File: src/sdla_pkg.sv
// Package for the segment direction and lock arbiter.
// Holds opcodes, status codes and parameter defaults; no dependencies.
package sdla_pkg;

    localparam int SDLA_MAX_AGENTS    = 8;
    localparam int SDLA_AGENT_ID_BITS = 8;

    localparam logic [2:0] OP_APPLY     = 3'd0;
    localparam logic [2:0] OP_RELEASE   = 3'd1;
    localparam logic [2:0] OP_RESET_DIR = 3'd2;
    localparam logic [2:0] OP_SET_DIR   = 3'd3;
    localparam logic [2:0] OP_TAKE_LOCK = 3'd4;
    localparam logic [2:0] OP_DROP_LOCK = 3'd5;

    localparam logic [1:0] ST_OK      = 2'd0;
    localparam logic [1:0] ST_REFUSED = 2'd1;
    localparam logic [1:0] ST_FULL    = 2'd2;

    localparam logic signed [1:0] DIR_FREE = 2'sb11;

endpackage

File: src/segment_direction_lock_arbiter_unit.sv
// Done pulses after the slot scan (S_SCAN) and the execute state (S_EXEC);
// busy stays high meanwhile, so a new command waits for the last one. The
// slot scan reads one occupant entry per cycle through a single comparator.
// Results cannot be stalled; done is high for exactly one cycle per command.
// Reset (rst_n low, asynchronous) frees the direction, clears the lock, empties
// the occupant set, selects double-entry mode and returns the sequencer to idle.
//
// Top level of the segment direction and lock arbiter; uses sdla_pkg.
module segment_direction_lock_arbiter_unit #(
    parameter int MAX_AGENTS    = sdla_pkg::SDLA_MAX_AGENTS,
    parameter int AGENT_ID_BITS = sdla_pkg::SDLA_AGENT_ID_BITS
) (
    input  logic              clk,
    input  logic              rst_n,
    // Configuration: single-entry mode bit.
    input  logic              cfg_we,
    input  logic              cfg_wdata,
    // Command channel.
    input  logic              start,
    output logic              busy,
    input  logic [2:0]        opcode,
    input  logic [7:0]        agent_id,
    input  logic              requested_direction,
    // Result channel.
    output logic              done,
    output logic [1:0]        status,
    output logic signed [1:0] direction_now,
    output logic              locked,
    output logic [3:0]        occupant_count
);
    import sdla_pkg::*;

    localparam int IDX_W = (MAX_AGENTS > 1) ? $clog2(MAX_AGENTS) : 1;
    localparam int CNT_W = $clog2(MAX_AGENTS + 1);
    localparam logic [CNT_W-1:0] CNT_MAX = CNT_W'(MAX_AGENTS);

    // Sequencer codes.
    localparam logic [1:0] S_IDLE = 2'd0;
    localparam logic [1:0] S_SCAN = 2'd1;
    localparam logic [1:0] S_EXEC = 2'd2;

    // The occupant IDs live in a small memory. The valid bits are flip-flops
    // so that reset empties the set at once.
    logic [AGENT_ID_BITS-1:0] occ_mem [MAX_AGENTS];
    logic [AGENT_ID_BITS-1:0] rdata_reg;
    logic [MAX_AGENTS-1:0]    valid_reg, valid_next;

    logic [1:0]               state_reg, state_next;
    logic                     mode_reg;
    logic                     dir_free_reg, dir_free_next;
    logic                     dir_val_reg, dir_val_next;
    logic                     lock_reg, lock_next;

    // Latched command.
    logic [2:0]               op_reg, op_next;
    logic [AGENT_ID_BITS-1:0] id_reg, id_next;
    logic                     req_reg, req_next;

    // Scan state: the counter issues reads, the compare stage sees the entry
    // read in the previous cycle.
    logic [CNT_W-1:0]         cnt_reg, cnt_next;
    logic [IDX_W-1:0]         cmp_idx_reg;
    logic [IDX_W-1:0]         rd_addr;
    logic [CNT_W-1:0]         occ_cnt_reg, occ_cnt_next;
    logic                     found_reg, found_next;
    logic [IDX_W-1:0]         pos_reg, pos_next;
    logic                     free_found_reg, free_found_next;
    logic [IDX_W-1:0]         free_reg, free_next;

    // Result registers.
    logic                     done_reg, done_next;
    logic [1:0]               status_reg, status_next;
    logic [CNT_W-1:0]         out_cnt_reg, out_cnt_next;

    logic                     mem_we;
    logic [IDX_W-1:0]         mem_waddr;
    logic [AGENT_ID_BITS+7:0] id_wide;
    logic                     cmp_valid;
    logic                     cmp_hit;
    logic                     sole;
    logic                     grant;
    logic [CNT_W+3:0]         cnt_wide;

    // Only the low AGENT_ID_BITS bits of the agent ID take part.
    assign id_wide = {{AGENT_ID_BITS{1'b0}}, agent_id};

    assign rd_addr   = (cnt_reg == CNT_MAX) ? '0 : cnt_reg[IDX_W-1:0];
    assign cmp_valid = valid_reg[cmp_idx_reg];
    assign cmp_hit   = cmp_valid && (rdata_reg == id_reg);
    assign sole      = (occ_cnt_reg == CNT_W'(1)) && found_reg;

    always_comb
    begin
        state_next      = state_reg;
        op_next         = op_reg;
        id_next         = id_reg;
        req_next        = req_reg;
        cnt_next        = cnt_reg;
        occ_cnt_next    = occ_cnt_reg;
        found_next      = found_reg;
        pos_next        = pos_reg;
        free_found_next = free_found_reg;
        free_next       = free_reg;
        valid_next      = valid_reg;
        dir_free_next   = dir_free_reg;
        dir_val_next    = dir_val_reg;
        lock_next       = lock_reg;
        done_next       = 1'b0;
        status_next     = status_reg;
        out_cnt_next    = out_cnt_reg;
        mem_we          = 1'b0;
        mem_waddr       = pos_reg;
        grant           = 1'b0;

        case (state_reg)
            S_IDLE:
            begin
                if (start)
                begin
                    op_next         = opcode;
                    id_next         = id_wide[AGENT_ID_BITS-1:0];
                    req_next        = requested_direction;
                    cnt_next        = '0;
                    occ_cnt_next    = '0;
                    found_next      = 1'b0;
                    free_found_next = 1'b0;
                    state_next      = S_SCAN;
                end
            end

            S_SCAN:
            begin
                // The entry read in the previous cycle is checked once the
                // counter has moved past the first address.
                if (cnt_reg != '0)
                begin
                    occ_cnt_next = occ_cnt_reg + CNT_W'(cmp_valid);
                    if (cmp_hit && !found_reg)
                    begin
                        found_next = 1'b1;
                        pos_next   = cmp_idx_reg;
                    end
                    if (!cmp_valid && !free_found_reg)
                    begin
                        free_found_next = 1'b1;
                        free_next       = cmp_idx_reg;
                    end
                end
                if (cnt_reg == CNT_MAX)
                    state_next = S_EXEC;
                else
                    cnt_next = cnt_reg + CNT_W'(1);
            end

            S_EXEC:
            begin
                status_next  = ST_REFUSED;
                out_cnt_next = occ_cnt_reg;
                case (op_reg)
                    OP_APPLY:
                    begin
                        if (mode_reg)
                            grant = !lock_reg && ((occ_cnt_reg == '0) || sole);
                        else
                            grant = dir_free_reg
                                 || (!dir_free_reg && (dir_val_reg == req_reg) && !lock_reg)
                                 || (!lock_reg && sole);
                        if (grant)
                        begin
                            if (!found_reg && !free_found_reg)
                            begin
                                status_next = ST_FULL;
                            end
                            else
                            begin
                                mem_we        = 1'b1;
                                mem_waddr     = found_reg ? pos_reg : free_reg;
                                valid_next[mem_waddr] = 1'b1;
                                dir_free_next = 1'b0;
                                dir_val_next  = req_reg;
                                if (mode_reg)
                                    lock_next = 1'b1;
                                if (!found_reg)
                                    out_cnt_next = occ_cnt_reg + CNT_W'(1);
                                status_next   = ST_OK;
                            end
                        end
                    end
                    OP_RELEASE:
                    begin
                        if (found_reg)
                        begin
                            valid_next[pos_reg] = 1'b0;
                            out_cnt_next        = occ_cnt_reg - CNT_W'(1);
                            status_next         = ST_OK;
                        end
                    end
                    OP_RESET_DIR:
                    begin
                        if (occ_cnt_reg == '0)
                        begin
                            dir_free_next = 1'b1;
                            status_next   = ST_OK;
                        end
                    end
                    OP_SET_DIR:
                    begin
                        if (dir_free_reg || (sole && (dir_val_reg != req_reg)))
                        begin
                            dir_free_next = 1'b0;
                            dir_val_next  = req_reg;
                            status_next   = ST_OK;
                        end
                    end
                    OP_TAKE_LOCK:
                    begin
                        if (!lock_reg)
                        begin
                            lock_next   = 1'b1;
                            status_next = ST_OK;
                        end
                    end
                    OP_DROP_LOCK:
                    begin
                        if (lock_reg)
                        begin
                            lock_next   = 1'b0;
                            status_next = ST_OK;
                        end
                    end
                    default:
                    begin
                        status_next = ST_REFUSED;
                    end
                endcase
                done_next  = 1'b1;
                state_next = S_IDLE;
            end

            default:
            begin
                state_next = S_IDLE;
            end
        endcase
    end

    // Control state.
    always_ff @(posedge clk or negedge rst_n)
    begin
        if (!rst_n)
        begin
            state_reg    <= S_IDLE;
            mode_reg     <= 1'b0;
            valid_reg    <= '0;
            dir_free_reg <= 1'b1;
            dir_val_reg  <= 1'b0;
            lock_reg     <= 1'b0;
            done_reg     <= 1'b0;
            status_reg   <= ST_OK;
            out_cnt_reg  <= '0;
        end
        else
        begin
            state_reg    <= state_next;
            if (cfg_we)
                mode_reg <= cfg_wdata;
            valid_reg    <= valid_next;
            dir_free_reg <= dir_free_next;
            dir_val_reg  <= dir_val_next;
            lock_reg     <= lock_next;
            done_reg     <= done_next;
            status_reg   <= status_next;
            out_cnt_reg  <= out_cnt_next;
        end
    end

    // Command and scan payload; no reset needed.
    always_ff @(posedge clk)
    begin
        op_reg         <= op_next;
        id_reg         <= id_next;
        req_reg        <= req_next;
        cnt_reg        <= cnt_next;
        cmp_idx_reg    <= rd_addr;
        occ_cnt_reg    <= occ_cnt_next;
        found_reg      <= found_next;
        pos_reg        <= pos_next;
        free_found_reg <= free_found_next;
        free_reg       <= free_next;
    end

    // Occupant ID memory: one write port, one registered read port.
    always_ff @(posedge clk)
    begin
        if (mem_we)
            occ_mem[mem_waddr] <= id_reg;
        rdata_reg <= occ_mem[rd_addr];
    end

    assign cnt_wide       = {4'b0000, out_cnt_reg};
    assign busy           = (state_reg != S_IDLE);
    assign done           = done_reg;
    assign status         = status_reg;
    assign direction_now  = dir_free_reg ? DIR_FREE : $signed({1'b0, dir_val_reg});
    assign locked         = lock_reg;
    assign occupant_count = cnt_wide[3:0];

endmodule

File: config.mk
export PLATFORM = sky130hd
export DESIGN_NAME = segment_direction_lock_arbiter_unit
export DESIGN_NICKNAME = d
export VERILOG_FILES = /design/src/sdla_pkg.sv /design/src/segment_direction_lock_arbiter_unit.sv
export SDC_FILE = /design/constraint.sdc
export NUM_CORES = 1
export LEC_CHECK = 0
export ABC_AREA = 1
export BUFFER_PORTS_ARGS = -buffer_cell sky130_fd_sc_hd__buf_2
export CAP_MARGIN = 20
export CORE_ASPECT_RATIO = 0.5
export CORE_MARGIN = 2
export CORE_UTILIZATION = 37
export DETAILED_ROUTE_END_ITERATION = 7
export PLACE_DENSITY = 0.6
export SYNTH_ARGS = -nofsm -noshare
export SYNTH_HDL_FRONTEND = slang
export SYNTH_SLANG_ARGS = --single-unit
File: constraint.sdc
create_clock -name clk -period 6.5 [get_ports clk]
set_input_delay 1.3 -clock clk [delete_from_list [all_inputs] [get_ports clk]]
set_output_delay 1.3 -clock clk [all_outputs]
set_load 0.05 [all_outputs]
# Yosys cells after proc, flatten, opt, wreduce, memory -nomap -nowiden
# Memory sizes are Yosys's and may differ from the RTL's. A register that Yosys moved wholly into a read port is not among the register bits.
# Cells that the tools add are included.
# W data, S select, Z words.
[classes]
add_sub_neg = 4
n_lt_le_gt_ge = 5
eq_ne = 24
n_mux = 68
bitwise = 3
reduce_logical = 43
[op_table]
columns = ["op", "count"]
rows = [
  ["$mux W1", 33],
  ["$mux W4", 7],
  ["$mux W8", 3],
  ["$ne A2 B2 Y1 const B", 12],
  ["$pmux W4 S2", 3],
  ["$mux W3", 6],
  ["$pmux W8 S2", 1],
  ["$reduce_and A5 Y1", 3],
  ["$logic_and A1 B1 Y1", 12],
  ["$lt A3 B4 Y1 const B", 3],
  ["$pmux W2 S6", 1],
  ["$reduce_and A3 Y1", 4],
  ["$mux W2", 5],
  ["$add A4 B1 Y4 const B", 2],
  ["$and A8 B8 Y8", 1],
  ["$eq A8 B8 Y1", 1],
  ["$not A8 Y8", 1],
  ["$or A8 B8 Y8", 1],
  ["$reduce_and A4 Y1", 2],
  ["$reduce_bool A2 Y1", 4],
  ["$demux W1 S3", 2],
  ["$eq A3 B2 Y1 const B", 2],
  ["$eq A3 B3 Y1 const B", 2],
  ["$ge A3 B1 Y1 const B", 2],
  ["22 further kinds", 34],
]
[totals]
register_bits = 52
mem_bits_rw = 64
in_bits = 17
output_inout_bits = 11
wordCells = 167
mem_count = 1
[memory_table]
columns = ["name", "words", "word_bits", "read_ports", "rd_clocked_by_memory_dff", "write_ports", "line", "text"]
rows = [
  ["occ_mem", 8, 8, 1, 1, 1, "segment_direction_lock_arbiter_unit.sv:44", "logic [AGENT_ID_BITS-1:0] occ_mem [MAX_AGENTS];"],
]

# Longest topological paths before layout
# Gate-level depths: netlist of the first run.
[depth]
word_depth = 13
mapped_depth = 12
depth_no_buf = 12

# Least setup slack after synthesis of the first run
# No wires, ideal clock.
[synth_path]
kind = "reg2reg"
start = "reg lock_reg (netlist: locked)"
end = "mem occ_mem[0][0] in the netlist's numbering (enable)"
setup_ns = 0.370
arrival_ns = 1.873
required_time_ns = 6.130
setup_slack_ns = 4.257
path_stages_with_launch = 11
path_buffers = 0
synth_period_minus_slack_ns = 2.243
path_cell_list = "dfrtp_1 > inv_1 > nand3_1 > nand2_1 > nand2_2 > nand2_8 > nand4_2 > nand2_1 > nand2_2 > nand2_1 > nor2_1"
[synth_via]
elab_chain_cells = 12
elab_cells_between_ends = 17
classes_between = "mux: 11; reduce/logical: 6"
[synth_rtl]
columns = ["element", "line", "text"]
rows = [
  ["start, declared", "segment_direction_lock_arbiter_unit.sv:52", "logic lock_reg, lock_next;"],
  ["start signal, assigned", "segment_direction_lock_arbiter_unit.sv:270", "lock_reg <= lock_next;"],
  ["$logic_not A1 Y1 *", "-", ""],
  ["$logic_and A1 B1 Y1", "segment_direction_lock_arbiter_unit.sv:166", "|| (!dir_free_reg && (dir_val_reg == req_reg) && !lock_reg)"],
  ["$logic_or A1 B1 Y1", "segment_direction_lock_arbiter_unit.sv:166", ""],
  ["$logic_or A1 B1 Y1", "segment_direction_lock_arbiter_unit.sv:167", "|| (!lock_reg && sole);"],
  ["$mux W1 *", "segment_direction_lock_arbiter_unit.sv:162", "if (mode_reg)"],
  ["$mux W1 *", "segment_direction_lock_arbiter_unit.sv:159", "case (op_reg)"],
  ["$mux W1 *", "segment_direction_lock_arbiter_unit.sv:115", "case (state_reg)"],
  ["$mux W1", "segment_direction_lock_arbiter_unit.sv:168", "if (grant)"],
  ["$mux W1", "segment_direction_lock_arbiter_unit.sv:159", ""],
  ["$mux W1", "segment_direction_lock_arbiter_unit.sv:115", ""],
  ["$mux W1", "segment_direction_lock_arbiter_unit.sv:295", "if (mem_we)"],
  ["$mux W1 (implied by the code)", "segment_direction_lock_arbiter_unit.sv:296", "occ_mem[mem_waddr] <= id_reg;"],
  ["end, declared", "segment_direction_lock_arbiter_unit.sv:44", ""],
]
# Every way passes the cells marked *; elsewhere a longest branch is shown, timed or not. The select of a mux whose other input is x is not followed.

# Worst setup path after layout of the first run
[layout_path]
start = "reg cnt_reg[0]"
end = "reg rdata_reg[1] (read register of occ_mem)"
[layout_via]
elab_chain_cells = 2
[layout_rtl]
columns = ["element", "line", "text"]
rows = [
  ["start, declared", "segment_direction_lock_arbiter_unit.sv:61", "logic [CNT_W-1:0] cnt_reg, cnt_next;"],
  ["start signal, assigned", "segment_direction_lock_arbiter_unit.sv:283", "cnt_reg <= cnt_next;"],
  ["$eq A4 B4 Y1", "segment_direction_lock_arbiter_unit.sv:87", "assign rd_addr = (cnt_reg == CNT_MAX) ? '0 : cnt_reg[IDX_W-1:0];"],
  ["$mux W3 *", "segment_direction_lock_arbiter_unit.sv:87", ""],
  ["end, declared", "segment_direction_lock_arbiter_unit.sv:45", "logic [AGENT_ID_BITS-1:0] rdata_reg;"],
]
# Every way passes the cells marked *; elsewhere a longest branch is shown, timed or not.
# A chain may end at the register's enable or synchronous reset.

==> flow_metrics.tcl, run 1 <==
set metrics [dict create \
    wl_per_cell_um 15.6 \
    post-cts-setup-buffers 0 \
    crit_fanout 19 \
    hp-class "flop to flop" \
    postSynthAreaPerCell_um2 10.2 \
    dp_hpwl_um 8430 \
    synth_seq_cells 124 \
    finalWirelength_um 12500 \
    antennaDiodeCount 0 \
    drt.antenna.violating_nets 0 \
    clk_latency_ns 0.42 \
    cts_resized 0 \
    netlist_instances 560 \
    yosys.area.top_type "edfxtp_1" \
    grt_max_degree 42 \
    grt_overflow_total 0 \
    ir_drop_uv 158 \
    largest_reg_flops 64 \
    synth.area.top_cells "edfxtp_1, dfrtp_1, nand2_1" \
    antenna_found_initial 0 \
    period_minus_slack_ns 3.05 \
    rsz0062_at_grt "false" \
    cp-start-kind "flop" \
    dr.pass1.iters 4 \
    status "completed" \
    initial_utilization_pct 38.6 \
    cts_tree "done" \
    power_density_nw_per_um2 455 \
    slew_headroom_pct 39.8 \
    die_area_um2 16400 \
    io_buffers 27 \
    final_cell_count_no_fill 801 \
    grt_pass1_wl_um 20700 \
    ys_warn_count 0 \
    cts_max_path_buffers 2 \
    drc 0 \
    grt_pass1_vias 4006 \
    drive_above_1_share_pct 15.4 \
    cts_hold_buffers 0 \
    worst-slew-pin-transition_ns 0.898 \
    hold_viol 0 \
    routabilityCongestion 0.860 \
    cts_htree_levels 4 \
    period_share_pct 46.9 \
    synth_cell_types 43 \
    setup_viol 0 \
    setup_tns_ns 0 \
    cts_sinks 124 \
    synth_top_cell_area_share_pct 48.6 \
    dpl.cell_count 769 \
    utilization_pct 44.2 \
    cts_inserted_buffers 17 \
    root_buffer "clkbuf_16" \
    grt.total_usage_pct 16.5 \
    yosysSeqAreaShare_pct 61.7 \
    via_count 4043 \
    io_pins 28 \
    area_delta_synth_final_pct 14.4 \
    cp.required_ns 6.86 \
    synth_area_um2 5690 \
    max_cap_viol_count 0 \
    largest-register "occ_mem" \
    cp-end-kind "flop" \
    die_w_um 179 \
    drv_slew 0 \
    num_rows 31 \
    clk_transition_reported_paths_ns 0.06 \
    synthesis.nets 585 \
    worstSetupPathType "flop to flop" \
    holdWs_ns 0.505 \
    dr.first_iter.drc_count 349 \
    die_h_um 91.7 \
    routed_via_density 5.05 \
    cp.arrival_ns 3.41 \
    p_leak_nw 2.57 \
    fin_nets 615 \
    max_freq_mhz 328 \
    fin_skew_ns 0.0114 \
    core-area_um2 14700 \
]
[placed cells by master, fill, tap and decap left out, types with 7 or more instances in the layout]
master and n:
edfxtp_1 92, nand2_1 124, buf_2 27, inv_2 8, nand4_1 7, inv_1 40
dfxtp_1 11, dfrtp_1 20, nand3_1 29, nand2_2 7, o21ai_1 13, clkbuf_16 17
nor3_1 27, o22ai_1 8, nor2_1 59, o21ai_0 32, a32o_1 7, a21oi_1 16
ha_1 8
[synth_stat cells (all sizes together)]
cell / instances
a211oi: 2
a21oi: 17
a221oi: 1
a32o: 7
buf: 10
clkbuf: 6
clkinv: 1
dfrtp: 20
dfstp: 1
dfxtp: 11
edfxtp: 92
ha: 8
inv: 48
nand2: 133
nand3: 34
nand3b: 1
nand4: 8
nor2: 66
nor3: 28
o21ai: 46
o22ai: 8
o311ai: 1
or2: 4
xnor2: 4
xor2: 3
[cell type report]
class / count / area (µm²)
Inverter: 49 / 184
Timing Repair Buffer: 27 / 135
Fill cell: 1423 / 8230
Clock buffer: 20 / 437
Sequential cell: 124 / 3510
Tap cell: 198 / 248
Clock inverter: 12 / 92.6
Multi-Input combinational cell: 371 / 1900
[per-stage QoR]
step	total power, mW	worst slack, ns	instance area, µm²
final	2.96	3.45	6510
after global routing	3.15	3.10	6510
after CTS	2.97	3.40	6510
after detailed placement	2.12	3.43	5980
after global placement	2.11	3.51	5980
after floorplan	1.89	4.26	5690
[worst max-delay path, cell delays in order (launching register included)]
cell and delay (ns):
edfxtp_1 0.76, clkinv_1 0.66, ha_1 0.45, nand3_2 0.11, nand2_2 0.24, inv_2 0.37
nand2_1 0.10, nand3_1 0.12, a32o_1 0.17
[cell families after synthesis]
family / share of synthesized area [%]
AND/OR/NAND/NOR: 22.3
flip-flops: 61.7
AO/OA/AOI/OAI: 8.36
buffers and inverters: 4.84
adder cells (fa/ha/maj): 1.76
XOR/XNOR: 1.08
[power breakdown]
| part | total [mW] | switching, mW | leakage [nW] | internal, mW |
|---|---|---|---|---|
| sequential | 1.20 | 0.161 | 1.20 | 1.04 |
| combinational | 0.909 | 0.634 | 1.12 | 0.275 |
| clock | 0.851 | 0.362 | 0.247 | 0.490 |
[final timing paths]
| kind | slack, ns | cells after the start | from | end |
|---|---|---|---|---|
| min | 0.51 | 2 | occ_mem[6][7]$_DFFE_PP_ | rdata_reg[7]$_DFF_P_ |
| min in group asynchronous | 0.85 | 1 | rst_n | status[0]$_DFFE_PN0P_ |
| max | 3.45 | 8 | cnt_reg[0]$_SDFFCE_PN0P_ | rdata_reg[1]$_DFF_P_ |
| max reg2reg | 3.45 | 8 | cnt_reg[0]$_SDFFCE_PN0P_ | rdata_reg[1]$_DFF_P_ |
| min reg2reg | 0.51 | 2 | occ_mem[6][7]$_DFFE_PP_ | rdata_reg[7]$_DFF_P_ |
| max in group asynchronous | 5.29 | 1 | rst_n | dir_free_reg$_DFFE_PN1P_ |
[per-layer routing]
metal  vias to the layer above  global-route usage (%)  part of all wire (%)  routed length, µm
met2                        87                    25.7                    45               5660
met4                         0                    6.99                   2.0                248
li1                       1994                       -                     -                  -
met5                         -                       0                     0                  0
met3                        21                    3.48                   3.4                429
met1                      1941                    22.4                    49               6140
(Power assumes the default switching activity.)
==> run 2, diff against run 1 <==
clock period = 3.1 ns   (was 6.5 ns; I/O delays follow)
==> run 2 against run 1 <==
Net effect:
- non-clock buffer count rose by 9
- wire length rose by 6.4%
- global-route usage rose by 1.0 points
- critical path depth rose by 4
==> flow_metrics.tcl, run 2 (synthesized netlist as in run 1, its figures left out) <==
set metrics [dict create \
    hold_viol 0 \
    clk_latency_ns 0.42 \
    cts_inserted_buffers 17 \
    pwr-share-seq_pct 37.4 \
    post-cts-setup-buffers 0 \
    period_share_pct 85.4 \
    cts_htree_levels 4 \
    initial_utilization_pct 38.6 \
    routabilityCongestion 0.879 \
    ir_drop_uv 453 \
    cp.required_ns 3.15 \
    drt.antenna.violating_nets 0 \
    io_buffers 27 \
    cpMaxStageDelayCell "nor2_1" \
    routed_via_density 5.00 \
    cts_resized 0 \
    grt_pass1_wl_um 21600 \
    netSwitchingPower_mw 2.49 \
    io_pins 28 \
    clk_transition_reported_paths_ns 0.06 \
    dp_hpwl_um 8990 \
    clock_power_share_pct 31.7 \
    worstSetupPathType "flop to flop" \
    cp-end-kind "flop" \
    wl_per_cell_um 16.4 \
    dr.pass1.iters 6 \
    area_delta_synth_final_pct 17.3 \
    power_density_nw_per_um2 992 \
    period_minus_slack_ns 2.65 \
    largest-register "occ_mem" \
    die_area_um2 16400 \
    cp_top_family "simple AND/OR/NAND/NOR gates" \
    switching_share_pct 37.6 \
    hp-class "input port to asynchronous set/reset pin" \
    finalPower_mw 6.62 \
    grt.total_usage_pct 17.5 \
    grt_pass1_vias 4007 \
    drive_above_1_share_pct 17.0 \
    largest_reg_flops 64 \
    status "completed" \
    dr.first_iter.drc_count 301 \
    combPwrFrac_pct 30.9 \
    core-area_um2 14700 \
    die_h_um 91.7 \
    antenna_found_initial 0 \
    worst-slew-pin-transition_ns 0.743 \
    cts_sinks 124 \
    rsz0062_at_grt "false" \
    root_buffer "clkbuf_16" \
    via_count 4053 \
    grt_overflow_total 0 \
    cts_hold_buffers 0 \
    drv_slew 0 \
    grt_max_degree 41 \
    drc 0 \
    cp-start-kind "flop" \
    cp.arrival_ns 2.70 \
    cts_tree "done" \
    die_w_um 179 \
    cts_max_path_buffers 2 \
    antennaDiodeCount 0 \
    finalWirelength_um 13300 \
    max_stage_delay_ns 0.57 \
    setup_viol 0 \
    fin_nets 624 \
    p_leak_nw 2.67 \
    slew_headroom_pct 50.3 \
    max_freq_mhz 378 \
    max_cap_viol_count 0 \
    crit_fanout 8 \
    intPower_mw 4.13 \
    num_rows 31 \
    final_common_cell "nand2_1" \
    fin_skew_ns 0.00791 \
    crit_buf_inv 1 \
    path_cells "inv_1, ha_1, nand3_1, nand2_2, nand2_4, nand2_8, nand3_4, nor2_4, nand2_1, nand2_2, nand2_1, nor2_1" \
    setup_tns_ns 0 \
    layout_common_cells "nand2_1, edfxtp_1, nor2_1" \
]
-- run 2: cell types whose count changed in the layout (fill, tap and decap cells not counted), sizes merged --
cell	change
buf	+9
bufinv	+3
clkinvlp	-2
inv	-1
-- run 2: path summary, 6_finish.rpt --
kind | end | slack [ns] | depth (start not counted) | start
min in group clk | id_reg[7]$_DFFE_PP_ | 0.37 | 1 | agent_id[7]
worst min register to register | pos_reg[2]$_DFFE_PP_ | 0.50 | 0 | cmp_idx_reg[2]$_DFF_P_
worst max register to register | occ_mem[0][7]$_DFFE_PP_ | 0.45 | 12 | occ_cnt_reg[1]$_SDFFCE_PN0P_
worst max-delay path | occ_mem[0][7]$_DFFE_PP_ | 0.45 | 12 | occ_cnt_reg[1]$_SDFFCE_PN0P_
max in group asynchronous | dir_free_reg$_DFFE_PN1P_ | 2.59 | 1 | rst_n
worst min-delay path | dir_val_reg$_DFFE_PN0P_ | 0.16 | 1 | rst_n
-- run 2: metal layers --
layer,vias to the layer above,GRT usage (%),wire [µm]
met4,0,6.32,222
met3,20,4.48,570
met5,-,0,0
met2,84,25.9,5860
li1,2005,-,-
met1,1944,24.8,6620
-- run 2: area by class of cell --
| class | instances | area, µm² |
|---|---|---|
| clock inverters | 12 | 160 |
| multi-input cells | 371 | 1900 |
| clock buffers | 20 | 467 |
| inverters | 49 | 184 |
| fillers | 1388 | 8070 |
| well taps | 198 | 248 |
| flip-flops and latches | 124 | 3510 |
| repair buffers | 36 | 203 |
-- run 2: power by group through the flow --
stage / sequential (mW) / combinational [mW] / clock, mW
5_1_grt: 2.52 / 2.29 / 2.19
4_1_cts: 2.48 / 2.05 / 2.12
3_5_place_dp: 2.50 / 2.04 / 0
3_3_place_gp: 2.50 / 2.02 / 0
6_report: 2.48 / 2.05 / 2.10
2_1_floorplan: 2.54 / 1.43 / 0
-- run 2: worst register-to-register path, delay by kind of cell, from the launching register on --
kind	cells	cell delay, ns
and+or+nand+nor	10	1.38
DFF	1	0.45
adders and majority gates	1	0.23
buffers and inverters	1	0.22
-- run 2: through the flow --
| step | std cells | worst slack [ns] | util [%] | hold WS [ns] | instance area, µm² |
|---|---|---|---|---|---|
| after floorplan | 560 | 0.857 | - | 0.324 | 5690 |
| after global placement | 778 | 0.574 | 41.0 | 0.485 | 6050 |
| after detailed placement | 778 | 0.502 | 41.0 | 0.490 | 6050 |
| after CTS | 810 | 0.480 | 45.3 | 0.183 | 6670 |
| after global routing | 810 | 0.238 | 45.3 | 0.190 | 6670 |
| final | 810 | 0.454 | 45.3 | 0.157 | 6670 |
